`src/hw/rtl/wsg_pkg.sv`:
```
`default_nettype none
// ----------------------------------------------------------------------------
// wsg_pkg
// Shared types, constants and tables for the waypoint steering guidance core.
// ----------------------------------------------------------------------------
package wsg_pkg;

  // Item kinds on the input channel.
  localparam logic [1:0] KIND_WAYPOINT = 2'd0;
  localparam logic [1:0] KIND_START    = 2'd1;
  localparam logic [1:0] KIND_POSE     = 2'd2;

  // Field widths.
  localparam int unsigned DIFF_W  = 26;  // waypoint minus position, 1/256 inch
  localparam int unsigned SQ_W    = 50;  // sum of squares and root datapath
  localparam int unsigned DIST_W  = 24;
  localparam int unsigned ANG_W   = 16;
  localparam int unsigned ROT_W   = 20;
  localparam int unsigned SPD_W   = 9;
  localparam int unsigned VEC_W   = 60;  // CORDIC vector components
  localparam int unsigned ACC_W   = 22;  // CORDIC angle, 2^-20 turn
  localparam int unsigned CORDIC_STEPS = 16;
  localparam int unsigned SQRT_STEPS   = 25;

  // Steering constants.
  localparam logic [SPD_W-1:0]  SPEED_APPROACH = 9'd50;
  localparam logic [SPD_W-1:0]  SPEED_MAX      = 9'd500;
  localparam logic [SPD_W-1:0]  SPEED_RESET    = 9'd100;
  localparam logic [DIST_W-1:0] REACH_DIST     = 24'd256;   // 1 inch
  localparam logic [DIST_W-1:0] APPROACH_DIST  = 24'd1280;  // 5 inches
  localparam logic signed [ANG_W-1:0] SPIN_ERR     = 16'sd8192;  // 45 degrees
  localparam logic signed [ANG_W-1:0] DEADBAND_ERR = 16'sd364;   // 2 degrees
  localparam logic [ROT_W-1:0] RADIUS_LIMIT = 20'd399999;
  localparam logic [ROT_W-1:0] RADIUS_SAT   = 20'd400000;
  // ceil(2^27 / 15), exact floor division for values below 2^23.
  localparam logic [23:0] RECIP15 = 24'd8947849;
  localparam int unsigned RECIP_SHIFT = 27;

  // CORDIC arctangent steps, round(atan(2^-i) * 2^20 / (2 pi)).
  function automatic logic [17:0] atan_step(input logic [3:0] i);
    logic [17:0] r;
    unique case (i)
      4'd0:    r = 18'd131072;
      4'd1:    r = 18'd77376;
      4'd2:    r = 18'd40884;
      4'd3:    r = 18'd20753;
      4'd4:    r = 18'd10417;
      4'd5:    r = 18'd5213;
      4'd6:    r = 18'd2607;
      4'd7:    r = 18'd1304;
      4'd8:    r = 18'd652;
      4'd9:    r = 18'd326;
      4'd10:   r = 18'd163;
      4'd11:   r = 18'd81;
      4'd12:   r = 18'd41;
      4'd13:   r = 18'd20;
      4'd14:   r = 18'd10;
      default: r = 18'd5;
    endcase
    return r;
  endfunction

endpackage
`default_nettype wire

```
`src/hw/rtl/wsg_solver.sv`:
```
`default_nettype none
// ----------------------------------------------------------------------------
// wsg_solver
// Iterative range and bearing unit: a bit-serial square root of dx^2 + dy^2
// and a vectoring CORDIC for atan2(dx, dy), both one step per cycle.
// ----------------------------------------------------------------------------
module wsg_solver (
  input  wire                                clk_i,
  input  wire                                rst_ni,
  input  wire                                start_i,
  input  wire signed [wsg_pkg::DIFF_W-1:0]   dx_i,
  input  wire signed [wsg_pkg::DIFF_W-1:0]   dy_i,
  output logic                               done_o,
  output logic [wsg_pkg::DIST_W-1:0]         dist_o,
  output logic [wsg_pkg::ANG_W-1:0]          bearing_o
);
  import wsg_pkg::*;

  typedef enum logic [1:0] {P_IDLE, P_SUM, P_ITER} phase_e;

  phase_e                  phase_q;
  logic [4:0]              step_q;
  logic [SQ_W-1:0]         dxsq_q, dysq_q;
  logic [SQ_W-1:0]         rem_q, root_q, bit_q;
  logic signed [VEC_W-1:0] u_q, v_q;
  logic signed [ACC_W-1:0] acc_q;
  logic                    done_q;

  logic [SQ_W-1:0]         trial;
  logic signed [VEC_W-1:0] u0, v0, du, dv;
  logic signed [ACC_W-1:0] step_ang, acc_rnd;

  // Starting vector, turned by a half turn when it points below the x axis.
  assign u0 = VEC_W'(dy_i) <<< 30;
  assign v0 = VEC_W'(dx_i) <<< 30;

  // One square root step and one CORDIC step.
  assign trial    = root_q + bit_q;
  assign du       = v_q >>> step_q[3:0];
  assign dv       = u_q >>> step_q[3:0];
  assign step_ang = ACC_W'(atan_step(step_q[3:0]));

  always_ff @(posedge clk_i or negedge rst_ni) begin
    if (!rst_ni) begin
      phase_q <= P_IDLE;
      step_q  <= '0;
      done_q  <= 1'b0;
    end else begin
      done_q <= 1'b0;
      unique case (phase_q)
        P_IDLE: begin
          if (start_i) begin
            phase_q <= P_SUM;
          end
        end
        P_SUM: begin
          step_q  <= '0;
          phase_q <= P_ITER;
        end
        P_ITER: begin
          step_q <= step_q + 5'd1;
          if (step_q == 5'(SQRT_STEPS - 1)) begin
            phase_q <= P_IDLE;
            done_q  <= 1'b1;
          end
        end
        default: phase_q <= P_IDLE;
      endcase
    end
  end

  // Datapath registers.
  always_ff @(posedge clk_i) begin
    if (phase_q == P_IDLE && start_i) begin
      dxsq_q <= unsigned'(SQ_W'(dx_i) * SQ_W'(dx_i));
      dysq_q <= unsigned'(SQ_W'(dy_i) * SQ_W'(dy_i));
      if (dy_i < 0) begin
        u_q   <= -u0;
        v_q   <= -v0;
        acc_q <= ACC_W'(524288);
      end else begin
        u_q   <= u0;
        v_q   <= v0;
        acc_q <= '0;
      end
    end else if (phase_q == P_SUM) begin
      rem_q  <= dxsq_q + dysq_q;
      root_q <= '0;
      bit_q  <= SQ_W'(1) << 48;
    end else if (phase_q == P_ITER) begin
      if (rem_q >= trial) begin
        rem_q  <= rem_q - trial;
        root_q <= (root_q >> 1) + bit_q;
      end else begin
        root_q <= root_q >> 1;
      end
      bit_q <= bit_q >> 2;
      if (step_q < 5'(CORDIC_STEPS)) begin
        if (v_q >= 0) begin
          u_q   <= u_q + du;
          v_q   <= v_q - dv;
          acc_q <= acc_q + step_ang;
        end else begin
          u_q   <= u_q - du;
          v_q   <= v_q + dv;
          acc_q <= acc_q - step_ang;
        end
      end
    end
  end

  // Saturated distance and rounded 16-bit bearing.
  assign acc_rnd   = acc_q + ACC_W'(8);
  assign dist_o    = (root_q > SQ_W'(24'hFFFFFF)) ? 24'hFFFFFF : root_q[DIST_W-1:0];
  assign bearing_o = acc_rnd[19:4];
  assign done_o    = done_q;

endmodule
`default_nettype wire

```
`config.mk`:
```
export PLATFORM = sky130hd
export DESIGN_NAME = wsg_solver
export DESIGN_NICKNAME = d
export VERILOG_FILES = /design/src/hw/rtl/wsg_pkg.sv /design/src/hw/rtl/wsg_solver.sv
export SDC_FILE = /design/constraint.sdc
export NUM_CORES = 2
export LEC_CHECK = 0
export ABC_AREA = 1
export BUFFER_PORTS_ARGS = -buffer_cell sky130_fd_sc_hd__buf_4
export CORE_UTILIZATION = 55
export DETAILED_ROUTE_END_ITERATION = 16
export GPL_TIMING_DRIVEN = 0
export PLACE_DENSITY = 0.71
export SYNTH_ARGS = -nofsm -noshare
export SYNTH_HDL_FRONTEND = slang
export SYNTH_SLANG_ARGS = --single-unit
```
`constraint.sdc`:
```
create_clock -name clk_i -period 10.5 [get_ports clk_i]
set_input_delay 0.525 -clock clk_i [delete_from_list [all_inputs] [get_ports clk_i]]
set_output_delay 0.525 -clock clk_i [all_outputs]
set_load 0.05 [all_outputs]
```
# Yosys cells after proc, flatten, opt, wreduce, memory -nomap -nowiden
# Memories as Yosys holds them, arrays and structs flattened.
# Cells that the tools add are included.
[word_totals]
mem_bits_rw = 0
mem_bits_ro = 288
memories = 1
latch_bits = 0
register_bits = 375
[classes]
mul = 2
mux = 31
div = 0
add_sub_neg = 14
eq_ne = 6
bitwise = 1
magnitude_cmp = 5
reduce_logical = 10
shift = 2
[memory_table]
columns = ["memory", "depth", "width", "rd", "rd_clocked_by_memory_dff", "wr", "line_no", "text"]
rows = [
  ["(no name shown)", 16, 18, 1, 0, 0, "wsg_pkg.sv:42", "unique case (i)"],
]
[op_table]
columns = ["cell", "count"]
rows = [
  ["$mux 60", 12],
  ["$mux 50", 5],
  ["$add 60x60->60", 2],
  ["$neg 56->60", 2],
  ["$sshr 60x4->60", 2],
  ["$sub 60x60->60", 2],
  ["$mux 22", 5],
  ["$mul 26x26->50", 2],
  ["$ge 60x1->1 const B", 1],
  ["$add 49x49->50", 1],
  ["$add 50x49->50", 1],
  ["$add 50x50->50", 1],
  ["$ge 50x50->1", 1],
  ["$gt 50x24->1 const B", 1],
  ["$sub 50x50->50", 1],
  ["$mux 49", 1],
  ["$lt 26x1->1 const B", 1],
  ["$mux 24", 1],
  ["$add 22x19->22", 1],
  ["$sub 22x19->22", 1],
  ["$add 20x5->20 const B", 1],
  ["$mux 20", 1],
  ["$pmux 5 s2", 1],
  ["$reduce_bool 2->1", 4],
  ["other kinds (14)", 20],
]

# Logic depth before layout (Yosys ltp)
[depth]
word_depth = 7
mapped_depth = 37

# Worst setup path before layout
# No wires, ideal clock.
[synth_path]
path_kind = "register to register"
start = "register phase_q[0]"
end = "register acc_q[0], enable pin"
t_arrival_ns = 7.941
setup_ns = 0.685
t_required_ns = 9.815
stages_incl_launch_ff = 7
synth_period_minus_slack_ns = 8.626
slack_ns = 1.874
cell_sequence = "dfrtp_1 inv_1 ha_1 nand2_1 clkbuf_1 buf_2 a21oi_1"
[synth_via]
elab_chain_len = 4
word_cells_on_any_way = 8
[synth_lines]
columns = ["item", "line_no", "text"]
rows = [
  ["from (decl)", "wsg_solver.sv:21", "phase_e phase_q;"],
  ["from (signal assigned)", "wsg_solver.sv:45", "phase_q <= P_IDLE;"],
  ["from (signal assigned)", "wsg_solver.sv:53", "phase_q <= P_SUM;"],
  ["from (signal assigned)", "wsg_solver.sv:58", "phase_q <= P_ITER;"],
  ["$logic_not 2->1", "wsg_solver.sv:74", "if (phase_q == P_IDLE && start_i) begin"],
  ["$logic_and 1x1->1", "wsg_solver.sv:74", ""],
  ["$ne 2x2->1 (no line) or $reduce_bool 2->1 (tied branches)", "-", ""],
  ["$reduce_and 3->1 (no line) (*)", "-", ""],
  ["to (signal assigned)", "wsg_solver.sv:102", "acc_q <= acc_q + step_ang;"],
  ["to (signal assigned)", "wsg_solver.sv:106", "acc_q <= acc_q - step_ang;"],
  ["to (decl)", "wsg_solver.sv:26", "logic signed [ACC_W-1:0] acc_q;"],
]
# Every way passes the cells marked *; elsewhere a longest branch is shown, timed or not.
# A chain may end at the register's enable or synchronous reset.

# Worst setup path after layout
[layout_path]
start = "input port dy_i[25] in the netlist's numbering"
end = "register dysq_q[45] (data pin)"
[layout_via]
elab_chain_len = 1
[layout_lines]
columns = ["item", "line_no", "text"]
rows = [
  ["from (decl)", "wsg_solver.sv:12", "input wire signed [wsg_pkg::DIFF_W-1:0] dy_i,"],
  ["$mul 26x26->50", "wsg_solver.sv:76", "dysq_q <= unsigned'(SQ_W'(dy_i) * SQ_W'(dy_i));"],
  ["to (signal assigned)", "wsg_solver.sv:76", ""],
  ["to (decl)", "wsg_solver.sv:23", "logic [SQ_W-1:0] dxsq_q, dysq_q;"],
]
# Every way passes these cells.

==> flow_summary.toml <==
[status]
status = "finished, violations left"
violations = "capacitance limit, slew limit"

[cells_and_area]
fin_nets = 14100
multi_input_area_um2 = 65000
syn_to_final_growth_pct = 5.76
drive_above_1_share = 0.0299
register_area_um2 = 11100
nFillCells = 15000
final_cell_mix = "inv_1 (2759), nand2_1 (2636), fa_1 (1287)"
final_common_cell = "inv_1"

[sta]
fin_crit_ns = 9.41
period_share = 0.896
tightest_slew_ns = 1.64
slew_violations = 24
slew_headroom = -0.0926
fin_setup_tns_ns = 0
finalSetupViolCount = 0
rsz0062_at_grt = "no"
hold_viol_final = 0
setup_slack_ns = 1.09
fin_skew_ns = 0.0244
fmax_mhz = 106

[clock_tree]
clk_pin_slew_ns = 0.06
cts_resized = 0
clk-insertion-delay-late_ns = 0.64
cts_setup_buffers = 0
clkSinkCount = 371
cts_buffers = 46
cts_tree = "done"
clock-root-buffer = "clkbuf_16"
cts_max_level = 2
cts_buffer_depth = 3
cts_hold_buffers = 1

[floorplanning]
std_cell_rows = 146
ios = 96
core_um2 = 159000
initial_core_util = 0.555
dieWidth_um = 402
die_area_um2 = 162000
die_h_um = 402

[place]
port_buffers = 87
pre_cts_ws_ns = 0.728
dp_hpwl_um = 285000
gp_congestion = 1.06

[synthesis]
synth-edff-count = 363
async_flop_share = 0.0216
ys_ff_latch = 371
netlist_instances = 12100
seq_area_frac_synth = 0.126
synth_cell_types = 66
ys.flop_type = "edfxtp_1"
syn_area_per_cell_um2 = 7.31
syn_area_um2 = 88100
yosysWarnings = 0
syn_nets = 14000

[setup_path]
critical_path.top_delay_family = "adder cells"
crit_path_top_delay_cell = "buf_1"
cpPeakStageDelay_ns = 0.98
timing_worst_setup_path_type = "primary input to flip-flop"
cp_max_fo = 10
cp-start-kind = "primary input"
cp-end-kind = "flip-flop"
cp.arrival_ns = 9.82
worstPathRequired_ns = 10.91
worst-path-buf-inv = 11

[detailed_routing]
vias_per_cell = 5.82
vias = 83400
first_pass_iters = 13
wl_met3_um = 35000
wl_met1_um = 134000
wl_um = 341000
drc_errors = 0
wl_met2_um = 148000
wire_per_inst_um = 23.8
drtAntennaViolNets = 0
top_layer = "met5"
drt-initial-drc-count = 9863

[grt]
grt_pass1_wl_um = 505000
first_global_vias = 82000
grt_max_degree = 46
grt-ovfl-total = 0
grtUsageTotal = 0.418
antenna_found_initial = 9

[run]
drv_cap = 2

[min_path]
hold_path_class = "primary input to flip-flop"
## kinds of logic after synthesis
kind of cell	Yosys count	share of synthesized area
AOI/OAI and AO/OA	1818	0.114
xor gates and xnor gates	387	0.0385
adders and majority gates	1885	0.377
buffers and inverters	3129	0.136
DFF	371	0.126
and+or+nand+nor	4464	0.207
## flip-flops by register name, summed over array words and instances (netlist names)
name and cells:
v_q 60, acc_q 20, u_q 60, phase_q 2, bit_q 25, done_o 1
rem_q 50, dysq_q 49, step_q 5, root_q 50, dxsq_q 49
## area by class of cell
cell class                      count  area share
Antenna cell                        6    0.000161
Buffer                            345      0.0168
Clock buffer                       49      0.0128
Clock inverter                     36     0.00401
Inverter                         2784       0.112
Multi-Input combinational cell   8554       0.698
Sequential cell                   371       0.119
Tap cell                         2072      0.0278
Timing Repair Buffer               98     0.00943
## worst paths after layout
kind,startpoint,end,slack [ns],depth (start not counted)
worst max-delay path,dy_i[25],dysq_q[45],1.09,26
min in group asynchronous,rst_ni,phase_q[1],0.25,2
worst max register to register,root_q[2],rem_q[30],3.54,28
worst min-delay path,dx_i[0],dxsq_q[0],0.09,1
worst min register to register,phase_q[1],phase_q[1],0.54,2
max in group asynchronous,rst_ni,done_o,10.09,2
## routing by layer
layer | track usage | vias to the layer above
met1 | 0.555 | 40000
met5 | 0 | -
met2 | 0.641 | 4620
met3 | 0.0833 | 989
li1 | - | 37700
met4 | 0.233 | 8
## synthesized netlist by cell type, drive strengths merged, types with 2 or more instances
master      n  area share
a22oi       2     0.00017
nand2    2643        0.11
a32o        2     0.00023
o41ai       2     0.00020
a31oi      98      0.0070
o221ai     16      0.0016
inv      2783        0.12
o22ai      28      0.0020
o21bai     31      0.0027
o2111ai     5     0.00050
nor4       45      0.0032
a311oi      3     0.00030
a32oi       2     0.00020
a221oi     14      0.0014
xor2      250       0.025
o21ai     682       0.039
nand4      73      0.0053
nand3b     11     0.00094
o211ai     35      0.0030
or2        38      0.0027
a21boi     21      0.0018
edfxtp    363        0.12
a41oi       2     0.00020
and2        6     0.00043
clkbuf    141      0.0060
nand3     614       0.035
o31ai      21      0.0018
ha        598       0.085
nor3b       4     0.00034
o311ai      2     0.00020
dfrtp       8      0.0023
o32ai       2     0.00020
nor2      915       0.040
and3        9     0.00064
o21a       69      0.0059
fa       1287        0.29
a21o       36      0.0031
a21oi     732       0.042
buf       204       0.012
a211oi      9     0.00077
xnor2     137       0.014
nor3      104      0.0061
## per-stage QoR
step	util	std cells	hold WS [ns]	cell area (um2)
after CTS	0.587	14300	0.0628	93200
after global routing	0.587	14300	0.0890	93200
after global placement	0.575	14200	0.357	91300
after floorplan	-	12100	0.229	88100
after detailed placement	0.577	14200	0.360	91600
final	0.587	14300	0.0915	93200
Power is left out: the tool's default activity adds up to more than one toggle a clock period on the data nets, which glitch-free logic cannot reach.
