$ cat src/hw/rtl/wsg_ram.sv
`default_nettype none
// ----------------------------------------------------------------------------
// wsg_ram
// Generic simple dual-port RAM with one write port and a registered read.
// ----------------------------------------------------------------------------
module wsg_ram #(
  parameter int unsigned WIDTH = 32,
  parameter int unsigned DEPTH = 16
) (
  input  wire                              clk_i,
  input  wire                              we_i,
  input  wire [(DEPTH>1?$clog2(DEPTH):1)-1:0] waddr_i,
  input  wire [WIDTH-1:0]                  wdata_i,
  input  wire                              re_i,
  input  wire [(DEPTH>1?$clog2(DEPTH):1)-1:0] raddr_i,
  output logic [WIDTH-1:0]                 rdata_o
);

  logic [WIDTH-1:0] mem_q [DEPTH];

  // Write port.
  always_ff @(posedge clk_i) begin
    if (we_i) begin
      mem_q[waddr_i] <= wdata_i;
    end
  end

  // Registered read port.
  always_ff @(posedge clk_i) begin
    if (re_i) begin
      rdata_o <= mem_q[raddr_i];
    end
  end

endmodule
`default_nettype wire

$ cat config.mk
export PLATFORM = sky130hd
export DESIGN_NAME = wsg_ram
export DESIGN_NICKNAME = d
export VERILOG_FILES = /design/src/hw/rtl/wsg_ram.sv
export SDC_FILE = /design/constraint.sdc
export NUM_CORES = 1
export LEC_CHECK = 0
export BUFFER_PORTS_ARGS = -buffer_cell sky130_fd_sc_hd__buf_2
export CAP_MARGIN = 40
export CORE_ASPECT_RATIO = 1.5
export CORE_UTILIZATION = 47
export CTS_CLUSTER_SIZE = 40
export DETAILED_ROUTE_END_ITERATION = 8
export MAX_ROUTING_LAYER = met4
export SETUP_SLACK_MARGIN = 0.05
export SLEW_MARGIN = 20
export SYNTH_ARGS = -nofsm -noshare
export SYNTH_HDL_FRONTEND = slang
export SYNTH_SLANG_ARGS = --single-unit
$ cat constraint.sdc
create_clock -name clk_i -period 7.7 [get_ports clk_i]
set_input_delay 0.77 -clock clk_i [delete_from_list [all_inputs] [get_ports clk_i]]
set_output_delay 0.77 -clock clk_i [all_outputs]
set_load 0.01 [all_outputs]
# ---- Word-level counts from Yosys, hierarchy flattened
# Memories as Yosys holds them, arrays and structs flattened. A register that Yosys moved wholly into a read port is not among the register bits.
# Cells that the tools add are included.
dict set report totals {
  ff_bits 0
  ram_bits 512
  input_bits 43
  mem_count 1
}
# memory words width read_ports rd_clocked_by_memory_dff write_ports line_no
set mem_list {}
lappend mem_list {mem_q 16 32 1 1 1 19} ;# logic [WIDTH-1:0] mem_q [DEPTH];
dict set report classes {
  n_mux 2
}
# op n
set op_table {}
lappend op_table {{$mux 1} 2}

# ---- Depth between registers and ports, before layout
# Gate-level depths: netlist of the first run.
dict set report logic_depth {
  ltp_word 2
  ltp_mapped 5
  ltp_nobuf 3
}

# ---- Worst setup path after synthesis of the first run
# No wires, ideal clock.
dict set report synth_path {
  path_kind {input to register}
  startpoint {in waddr_i[2] (netlist name)}
  endpoint {mem mem_q[0][0], enable pin}
  setup_ns 0.461
  arrival_ns 3.488
  required_ns 7.239
  slack_ns 3.750
  stages 2
  path_cell_list {or3b_2 > nor3_1}
}
# item line_no
set synth_lines {}
lappend synth_lines {{start: declaration} 12} ;# input wire [(DEPTH>1?$clog2(DEPTH):1)-1:0] waddr_i,
lappend synth_lines {{end: declaration} 19}
# No word-level cell before the write port.

==> flow_summary.json, run 1 <==
{
  "cts_buffers": 48,
  "place_congestion": 0.729,
  "internal-power_mw": 4.73,
  "crit_chain": "clkbuf_8 > buf_16 > buf_4 > mux4_2 > a22oi_1 > nand2_1",
  "overflow": 0,
  "syn2layout_area_growth_pct": 14.1,
  "hold_buffers": 0,
  "hold_end": "mem_q[3][12]$_DFFE_PP_",
  "die_w_um": 171,
  "syn_inst": 838,
  "period_needed_ps": 2730,
  "fin_area_um2": 23000,
  "antenna_found_initial": 5,
  "cts.path.max_buffers": 3,
  "finClkSkew_ps": 14.1,
  "path_buf_inv": 3,
  "end_kind": "flip-flop",
  "cpPeakStageDelay_ps": 650,
  "whs_path_depth": 1,
  "post_cts_buffers": 0,
  "finalMaxSlewViolations": 0,
  "io_buffers": 74,
  "vias": 9086,
  "root_buffer": "clkbuf_16",
  "fillCellCount": 3256,
  "power.share.clock_pct": 38.8,
  "cts.repair.resized": 0,
  "grt_pass1_vias": 9432,
  "grt_pass1_wl_um": 63000,
  "worstSkewPairLatency_ps": 570,
  "rsz0062_at_grt": "no",
  "regToRegSetupSlack_ps": 6270,
  "slew-limit-headroom_pct": 48.2,
  "worstMarginPinSlew_ps": 775,
  "ys_ff_latch": 544,
  "track_usage_pct": 21.1,
  "finalCoreUtilization_pct": 54.7,
  "timing.rr.start": "mem_q[3][9]$_DFFE_PP_",
  "cp-start-kind": "primary input",
  "p_leak_nw": 7.30,
  "ys_types": 17,
  "clock.fmax_mhz": 367,
  "cap_violations": 0,
  "worst_slack_ps": 4970,
  "period_share_pct": 35.4,
  "layout_commonest_cell": "edfxtp_1",
  "final_nets": 994,
  "comb_power_share_pct": 4.9,
  "status": "finished, final reports clean",
  "regArea_um2": 16300,
  "dieArea_um2": 43800,
  "place_area_um2": 21500,
  "drtIter0Drc": 1007,
  "coreArea_um2": 42100,
  "pre_cts_ws_ps": 4320,
  "holdCritStartpoint": "wdata_i[12]",
  "synth_area_um2": 20200,
  "drive_gt1_share_pct": 32.5,
  "cp_slowest_cell": "buf_4",
  "hp-class": "primary input to flip-flop",
  "p_sw_mw": 1.22,
  "crit_cells": 6,
  "die_y_um": 256,
  "avgSynthCellArea_um2": 24.1,
  "rows": 92,
  "start_util_pct": 47.9,
  "dr.pass1.iters": 5,
  "critical-path-top-delay-family": "buffers and inverters",
  "grt_max_degree": 50,
  "wirelength_um": 43100,
  "yosysWarnings": 0,
  "r2r_cells": 3,
  "syn-num-nets": 881,
  "hpwl_um": 22800,
  "multiInputGateArea_um2": 3750,
  "cts.sinks": 544,
  "drcViolationCount": 0,
  "setup_violations": 0,
  "p_sw_share_pct": 20.4,
  "io_pins": 75,
  "final_cell_mix": "edfxtp_1 (544), mux4_2 (128), buf_2 (72)",
  "fin_setup_tns_ps": 0,
  "cp_data_arrival_time_ps": 3040,
  "crit_type": "primary input to flip-flop",
  "h-tree-depth": 2,
  "hold_viol": 0,
  "final_antenna_net_count": 0,
  "cts_tree": "done",
  "viasPerCell": 5.84,
  "hold_ws_ps": 572,
  "post_drt_wl_per_cell_um": 27.7,
  "power.density_nw_per_um2": 258,
  "synth-seq-area-share_pct": 81.0,
  "peakVddDrop_uv": 205,
  "r2r-end": "rdata_o[9]$_DFFE_PP_",
  "seqPwrFrac_pct": 56.4,
  "required_ps": 8010,
  "clk_pin_slew_worst_paths_ps": 60,
  "cp_max_fo": 49
}
-- per-stage QoR --
| step | instances | power (mW) |
|---|---|---|
| detailed placement | 1465 | 3.71 |
| floorplan | 838 | 3.58 |
| CTS | 1549 | 6.00 |
| finish | 1555 | 5.95 |
| global route | 1552 | 6.12 |
| global placement | 1459 | 3.70 |
-- power by group through the flow --
stage | Sequential, mW | Clock [mW] | Combinational, mW
after floorplan | 3.42 | 0 | 0.159
after global placement | 3.42 | 0 | 0.285
after detailed placement | 3.42 | 0 | 0.296
after CTS | 3.35 | 2.35 | 0.297
after global routing | 3.36 | 2.45 | 0.315
final | 3.35 | 2.31 | 0.291
-- Yosys cell counts, drive strengths merged --
cell type	instances	share of area, %
a22oi	64	2.4
nor2b	2	0.062
nand3b	2	0.074
buf	26	0.79
mux4	128	14
nor3	4	0.099
and2	1	0.031
edfxtp	544	81
nand2b	2	0.062
nor2	13	0.24
clkbuf	17	0.32
or3b	1	0.043
nand2	33	0.61
nand3	1	0.025
-- worst max-delay path by stage --
stage,to,startpoint
2_1_floorplan,mem_q[0][0]$_DFFE_PP_,waddr_i[2]
3_3_place_gp,rdata_o[27]$_DFFE_PP_,raddr_i[1]
3_5_place_dp,rdata_o[22]$_DFFE_PP_,raddr_i[0]
4_1_cts,rdata_o[25]$_DFFE_PP_,raddr_i[0]
5_1_grt,rdata_o[22]$_DFFE_PP_,raddr_i[0]
6_report,rdata_o[22]$_DFFE_PP_,raddr_i[0]
-- cells by family (layout without fill, tap and decap cells) --
kind of cell	Yosys count	in the layout	share of synthesized area, %
DFF	544	544	81.0
muxes	128	128	14.3
AOI/OAI and AO/OA	64	64	2.38
and+or+nand+nor	59	59	1.25
buffers and inverters	43	190	1.10
other	0	6	0
-- state kept, by name (all words and copies together) (netlist names) --
signal   count
mem_q      512
rdata_o     32
-- layer usage --
layer / share of wire [%] / track usage [%] / vias up / routed length [um]
met5: 0 / - / - / 0
met4: 1.5 / 5.06 / 0 / 662
met3: 5.9 / 2.83 / 47 / 2540
met2: 51 / 34.3 / 284 / 22000
met1: 42 / 28.6 / 4921 / 17900
li1: - / - / 3834 / -
-- cell type report --
type | count | share of cell area, %
clock inverter | 30 | 1.04
sequential | 544 | 70.9
timing repair buffer | 106 | 3.10
multi-input combinational | 251 | 16.3
tap | 564 | 3.06
antenna | 6 | 0.0652
clock buffer | 54 | 5.50
Note: power is estimated with default switching activity, not from simulation.
==> run 2: changes to the inputs <==
--- a/config.mk
+++ b/config.mk
@@ -12,6 +12,7 @@
 export CTS_CLUSTER_SIZE = 40
 export DETAILED_ROUTE_END_ITERATION = 8
 export MAX_ROUTING_LAYER = met4
+export PLACE_DENSITY = 0.66
 export SETUP_SLACK_MARGIN = 0.05
 export SLEW_MARGIN = 20
 export SYNTH_ARGS = -nofsm -noshare
==> constraint.sdc (replaced) <==
create_clock -name clk_i -period 2.41 [get_ports clk_i]
set_input_delay 0.241 -clock clk_i [delete_from_list [all_inputs] [get_ports clk_i]]
set_output_delay 0.241 -clock clk_i [all_outputs]
set_load 0.01 [all_outputs]
==> run 2 against run 1 <==
First-iteration DRC count up 4.4%. Worst hold slack got worse by 530 ps. Clock power rose to 3.1 times the previous value. Routed wire length is 1.7% lower. Final cell count is 0.32% lower. Total power increased to 3.1 times the previous value. Via count is 1.6% higher. Count of clock-buffer cells in the layout rose by 5. Combinational power increased to 3.3 times the previous value. Highest routed layer unchanged.
==> flow_summary.json, run 2 (synthesized netlist as in run 1, its figures left out) <==
{
  "clock.fmax_mhz": 698,
  "root_buffer": "clkbuf_16",
  "pre_cts_ws_ps": 372,
  "use_met3_pct": 2.75,
  "cts_tree": "done",
  "cp_data_arrival_time_ps": 1190,
  "finClkSkew_ps": 22.7,
  "regMostFlops": "mem_q",
  "grt_pass1_vias": 9586,
  "grt_max_degree": 49,
  "period_share_pct": 59.4,
  "hold_buffers": 0,
  "layout_commonest_cell": "edfxtp_1",
  "grt-busiest-layer": "met2",
  "io_buffers": 74,
  "final_nets": 995,
  "end_kind": "primary output",
  "wirelength_um": 42300,
  "grt_pass1_wl_um": 62800,
  "cts.sinks": 544,
  "slew-limit-headroom_pct": 65.9,
  "rsz0062_at_grt": "no",
  "power.density_nw_per_um2": 808,
  "place_congestion": 0.707,
  "dr.pass1.iters": 5,
  "drive_gt1_share_pct": 32.1,
  "die_y_um": 256,
  "grtUsageMet2_pct": 32.4,
  "vias": 9232,
  "cp-start-kind": "flip-flop",
  "clk_pin_slew_worst_paths_ps": 70,
  "crit_chain": "buf_2",
  "post_cts_buffers": 0,
  "critical-path-top-delay-family": "flip-flops",
  "cts_buffers": 45,
  "crit_type": "flip-flop to primary output",
  "h-tree-depth": 2,
  "cap_violations": 0,
  "hp-class": "primary input to flip-flop",
  "peakVddDrop_uv": 524,
  "dieArea_um2": 43800,
  "cts.repair.resized": 0,
  "period_needed_ps": 1430,
  "cp_max_fo": 1,
  "hpwl_um": 20700,
  "hold_viol": 0,
  "status": "finished, final reports clean",
  "overflow": 0,
  "final_antenna_net_count": 0,
  "drtIter0Drc": 1051,
  "cts.path.max_buffers": 3,
  "largest_register_ffs": 512,
  "syn2layout_area_growth_pct": 14.9,
  "cpPeakStageDelay_ps": 450,
  "coreArea_um2": 42100,
  "die_w_um": 171,
  "p_leak_nw": 7.33,
  "worstMarginPinSlew_ps": 511,
  "place_inst": 1469,
  "cp_slowest_cell": "edfxtp_1",
  "top_regs": "mem_q: 512 flops, rdata_o: 32 flops",
  "use_met1_pct": 29.0,
  "drcViolationCount": 0,
  "finalMaxSlewViolations": 0,
  "rows": 92,
  "required_ps": 2170,
  "antenna_found_initial": 1,
  "path_buf_inv": 1,
  "fin_setup_tns_ps": 0,
  "track_usage_pct": 20.9,
  "final_cell_mix": "edfxtp_1 (544), mux4_2 (128), buf_2 (72)",
  "start_util_pct": 47.9,
  "post_drt_wl_per_cell_um": 27.3,
  "io_pins": 75,
  "worst_slack_ps": 978,
  "worstSkewPairLatency_ps": 570,
  "final_cells": 1550,
  "viasPerCell": 5.96,
  "setup_violations": 0
}
==> run 2: cell type report <==
cell class              instances  area [um2]
clock buffers                  59        1220
well taps                     564         706
clock inverters                21         173
fillers                      3129       18900
flip-flops and latches        544       16300
multi-input cells             251        3770
diodes                          1        2.50
repair buffers                110         977
==> run 2: power by group <==
group          internal, mW  switching, mW  total (mW)
sequential             10.7         0.0608        10.7
combinational         0.407          0.555       0.962
clock                  3.89           3.18        7.07
==> run 2: metal layers <==
| layer | vias to the layer above | routed length (um) |
|---|---|---|
| met3 | 75 | 2880 |
| li1 | 3815 | - |
| met4 | 0 | 1030 |
| met2 | 388 | 21200 |
| met1 | 4954 | 17200 |
| met5 | - | 0 |
==> run 2: worst register-to-register path: cells and delay by family (launching register included) <==
kind | cells | cell delay, ps
mux | 1 | 480
compound gates | 1 | 220
flops | 1 | 370
simple gates | 1 | 90
==> run 2: path summary, 6_finish.rpt <==
path	from	end	slack [ps]	depth (start not counted)
setup / recovery	rdata_o[16]$_DFFE_PP_	rdata_o[16]	980	1
hold / removal	wdata_i[12]	mem_q[11][12]$_DFFE_PP_	40	1
hold reg to reg	mem_q[15][3]$_DFFE_PP_	rdata_o[3]$_DFFE_PP_	740	3
setup reg to reg	mem_q[11][26]$_DFFE_PP_	rdata_o[26]$_DFFE_PP_	990	3
==> run 2: stage by stage <==
stage / hold slack (ps) / util, % / instance area [um2] / total power [mW]
after global routing: 42.7 / 55.0 / 23200 / 19.3
after CTS: 23.9 / 55.0 / 23200 / 18.9
after global placement: 608 / 51.7 / 21800 / 11.9
final: 44.7 / 55.0 / 23200 / 18.7
after floorplan: 340 / - / 20200 / 11.4
after detailed placement: 618 / 51.7 / 21800 / 11.9
==> run 3: changes to the inputs <==
--- a/config.mk
+++ b/config.mk
@@ -5,6 +5,7 @@
 export SDC_FILE = /design/constraint.sdc
 export NUM_CORES = 1
 export LEC_CHECK = 0
+export ABC_AREA = 1
 export BUFFER_PORTS_ARGS = -buffer_cell sky130_fd_sc_hd__buf_2
 export CAP_MARGIN = 40
 export CORE_ASPECT_RATIO = 1.5
==> constraint.sdc (replaced) <==
create_clock -name clk_i -period 1.2 [get_ports clk_i]
set_input_delay 0.12 -clock clk_i [delete_from_list [all_inputs] [get_ports clk_i]]
set_output_delay 0.12 -clock clk_i [all_outputs]
set_load 0.01 [all_outputs]
==> run 3 against run 2 <==
The flow now finishes with violations (setup timing). Non-clock buffer count is 105 higher. Core utilization is 1.6 points higher. Sequential cell count did not move. Global-route usage is 2.5 points higher. Count of clock-buffer cells in the layout fell by 7. Setup slack worse by 1200 ps. Register-to-register slack worse by 870 ps. Area after synthesis grew 14%. Largest cell class unchanged.
==> flow_summary.json, run 3 <==
{
  "final_cell_mix": "nand2_1 (671), edfxtp_1 (544), inv_1 (384)",
  "regMostFlops": "mem_q",
  "cp_max_fo": 1,
  "dr.pass1.iters": 6,
  "hpwl_um": 31900,
  "drive_gt1_share_pct": 12.6,
  "ys_async_sr_fraction_pct": 0,
  "finalMaxSlewViolations": 0,
  "synth-seq-area-share_pct": 70.9,
  "post_drt_wl_per_cell_um": 18.6,
  "post_cts_buffers": 0,
  "antenna_found_initial": 2,
  "seqPwrFrac_pct": 51.8,
  "vias": 15200,
  "yosysMostFrequentCell": "nand2_1",
  "p_sw_mw": 8.79,
  "die_w_um": 183,
  "start_util_pct": 47.5,
  "grt_pass1_wl_um": 84900,
  "p_sw_share_pct": 21.2,
  "internal-power_mw": 32.7,
  "cap_violations": 0,
  "wirelength_um": 55400,
  "layout_commonest_cell": "nand2_1",
  "synth-edff-count": 544,
  "status": "finished with violations",
  "synth_common_cells": "nand2_1 (677), edfxtp_1 (544), inv_1 (388), nand3_1 (385), buf_2 (41)",
  "power.share.clock_pct": 41.2,
  "drcViolationCount": 0,
  "cts_tree": "done",
  "cts.sinks": 544,
  "grt_max_degree": 57,
  "hold_ws_ps": 70.4,
  "cts.path.max_buffers": 3,
  "slew-limit-headroom_pct": 75.6,
  "avgSynthCellArea_um2": 10.9,
  "viasPerCell": 5.12,
  "fillCellCount": 4007,
  "drtIter0Drc": 1410,
  "overflow": 0,
  "top_regs": "mem_q: 512 flops, rdata_o: 32 flops",
  "grt_pass1_vias": 14900,
  "power.density_nw_per_um2": 1510,
  "comb_power_share_pct": 7.0,
  "rsz0062_at_grt": "yes",
  "track_usage_pct": 23.3,
  "ys_ff_latch": 544,
  "syn2layout_area_growth_pct": 19.3,
  "yosysWarnings": 0,
  "clock.fmax_mhz": 726,
  "synth_area_um2": 23100,
  "worstMarginPinSlew_ps": 366,
  "finClkSkew_ps": 25.4,
  "worstSkewPairLatency_ps": 570,
  "h-tree-depth": 2,
  "yosysTopAreaCell": "edfxtp_1",
  "crit_chain": "buf_2",
  "hold_viol": 0,
  "clk_pin_slew_worst_paths_ps": 70,
  "peakVddDrop_uv": 991,
  "root_buffer": "clkbuf_16",
  "ys_types": 14,
  "final_nets": 2323,
  "rows": 99,
  "place_congestion": 0.794,
  "period_share_pct": 115,
  "required_ps": 1080,
  "die_y_um": 273,
  "synth_ff_type": "edfxtp_1",
  "pre_cts_ws_ps": -205,
  "dieArea_um2": 50000,
  "synth_top_area_share_pct": 70.9,
  "cp_slowest_cell": "edfxtp_1",
  "syn-num-nets": 2163,
  "cts_buffers": 48,
  "cpPeakStageDelay_ps": 500,
  "syn_inst": 2120,
  "io_pins": 75,
  "worst_slack_ps": -177,
  "crit_type": "flip-flop to primary output",
  "final_antenna_net_count": 0,
  "cp-start-kind": "flip-flop",
  "violations": "setup timing",
  "coreArea_um2": 48600,
  "setup_violations": 19,
  "cp_data_arrival_time_ps": 1260,
  "end_kind": "primary output",
  "largest_register_ffs": 512,
  "synthTopCellsByArea": "edfxtp_1 (71%), nand2_1 (11%), nand3_1 (8.4%)",
  "critical-path-top-delay-family": "flip-flops",
  "period_needed_ps": 1380,
  "p_leak_nw": 11.6,
  "io_buffers": 74,
  "hp-class": "primary input to flip-flop",
  "path_buf_inv": 1
}
[run 3: timing repair]
action / CTS / global route
gates resized for setup: 0 / 9
endpoints found under the setup margin: 32 / 36
hold buffers: 32 / 0
endpoints found under the hold margin: 512 / 0
pin swaps: 0 / 1
[run 3: layout make-up]
| cell class | count | area (um2) | share of cell area [%] |
|---|---|---|---|
| tap | 656 | 821 | 2.98 |
| sequential | 544 | 16300 | 59.4 |
| clock buffer | 52 | 1240 | 4.50 |
| timing repair buffer | 215 | 2360 | 8.57 |
| antenna | 2 | 5.00 | 0.0182 |
| clock inverter | 35 | 517 | 1.88 |
| inverter | 390 | 1480 | 5.38 |
| multi-input combinational | 1081 | 4750 | 17.3 |
[run 3: power groups by stage]
stage	logic, mW	registers [mW]	clock network, mW
finish	2.90	21.5	17.1
detailed placement	2.79	21.9	0
floorplan	1.49	21.9	0
global placement	2.73	21.9	0
CTS	2.89	21.5	17.3
global route	3.17	21.5	17.9
[run 3: routing by layer]
metal	global-route usage, %	vias up	share of wire, %
met2	39.0	557	50
met1	28.8	7334	40
met4	9.52	0	3.9
li1	-	7188	-
met5	-	-	0
met3	2.70	146	6.0
[run 3: logic make-up after synthesis]
group,count (synthesis),synth area share [%]
buf+inv,495,9.41
flops,544,70.9
simple gates,1081,19.7
[run 3: worst paths after layout]
kind	start	to	slack, ps	depth (start not counted)
min	re_i	rdata_o[7]$_DFFE_PP_	70	2
max reg2reg	mem_q[3][13]$_DFFE_PP_	rdata_o[13]$_DFFE_PP_	120	6
max	rdata_o[11]$_DFFE_PP_	rdata_o[11]	-180	1
min reg2reg	mem_q[2][5]$_DFFE_PP_	rdata_o[5]$_DFFE_PP_	730	6
[run 3: through the flow]
step	TNS (ps)	power [mW]	instances	instance area [um2]	utilization, %
4_1_cts	-1780	41.7	2973	27500	56.5
3_3_place_gp	-36240	24.7	2854	25400	52.3
6_report	-1230	41.5	2975	27500	56.6
2_1_floorplan	-70880	23.4	2120	23200	-
5_1_grt	-1990	42.7	2975	27500	56.6
3_5_place_dp	-42940	24.7	2854	25400	52.3
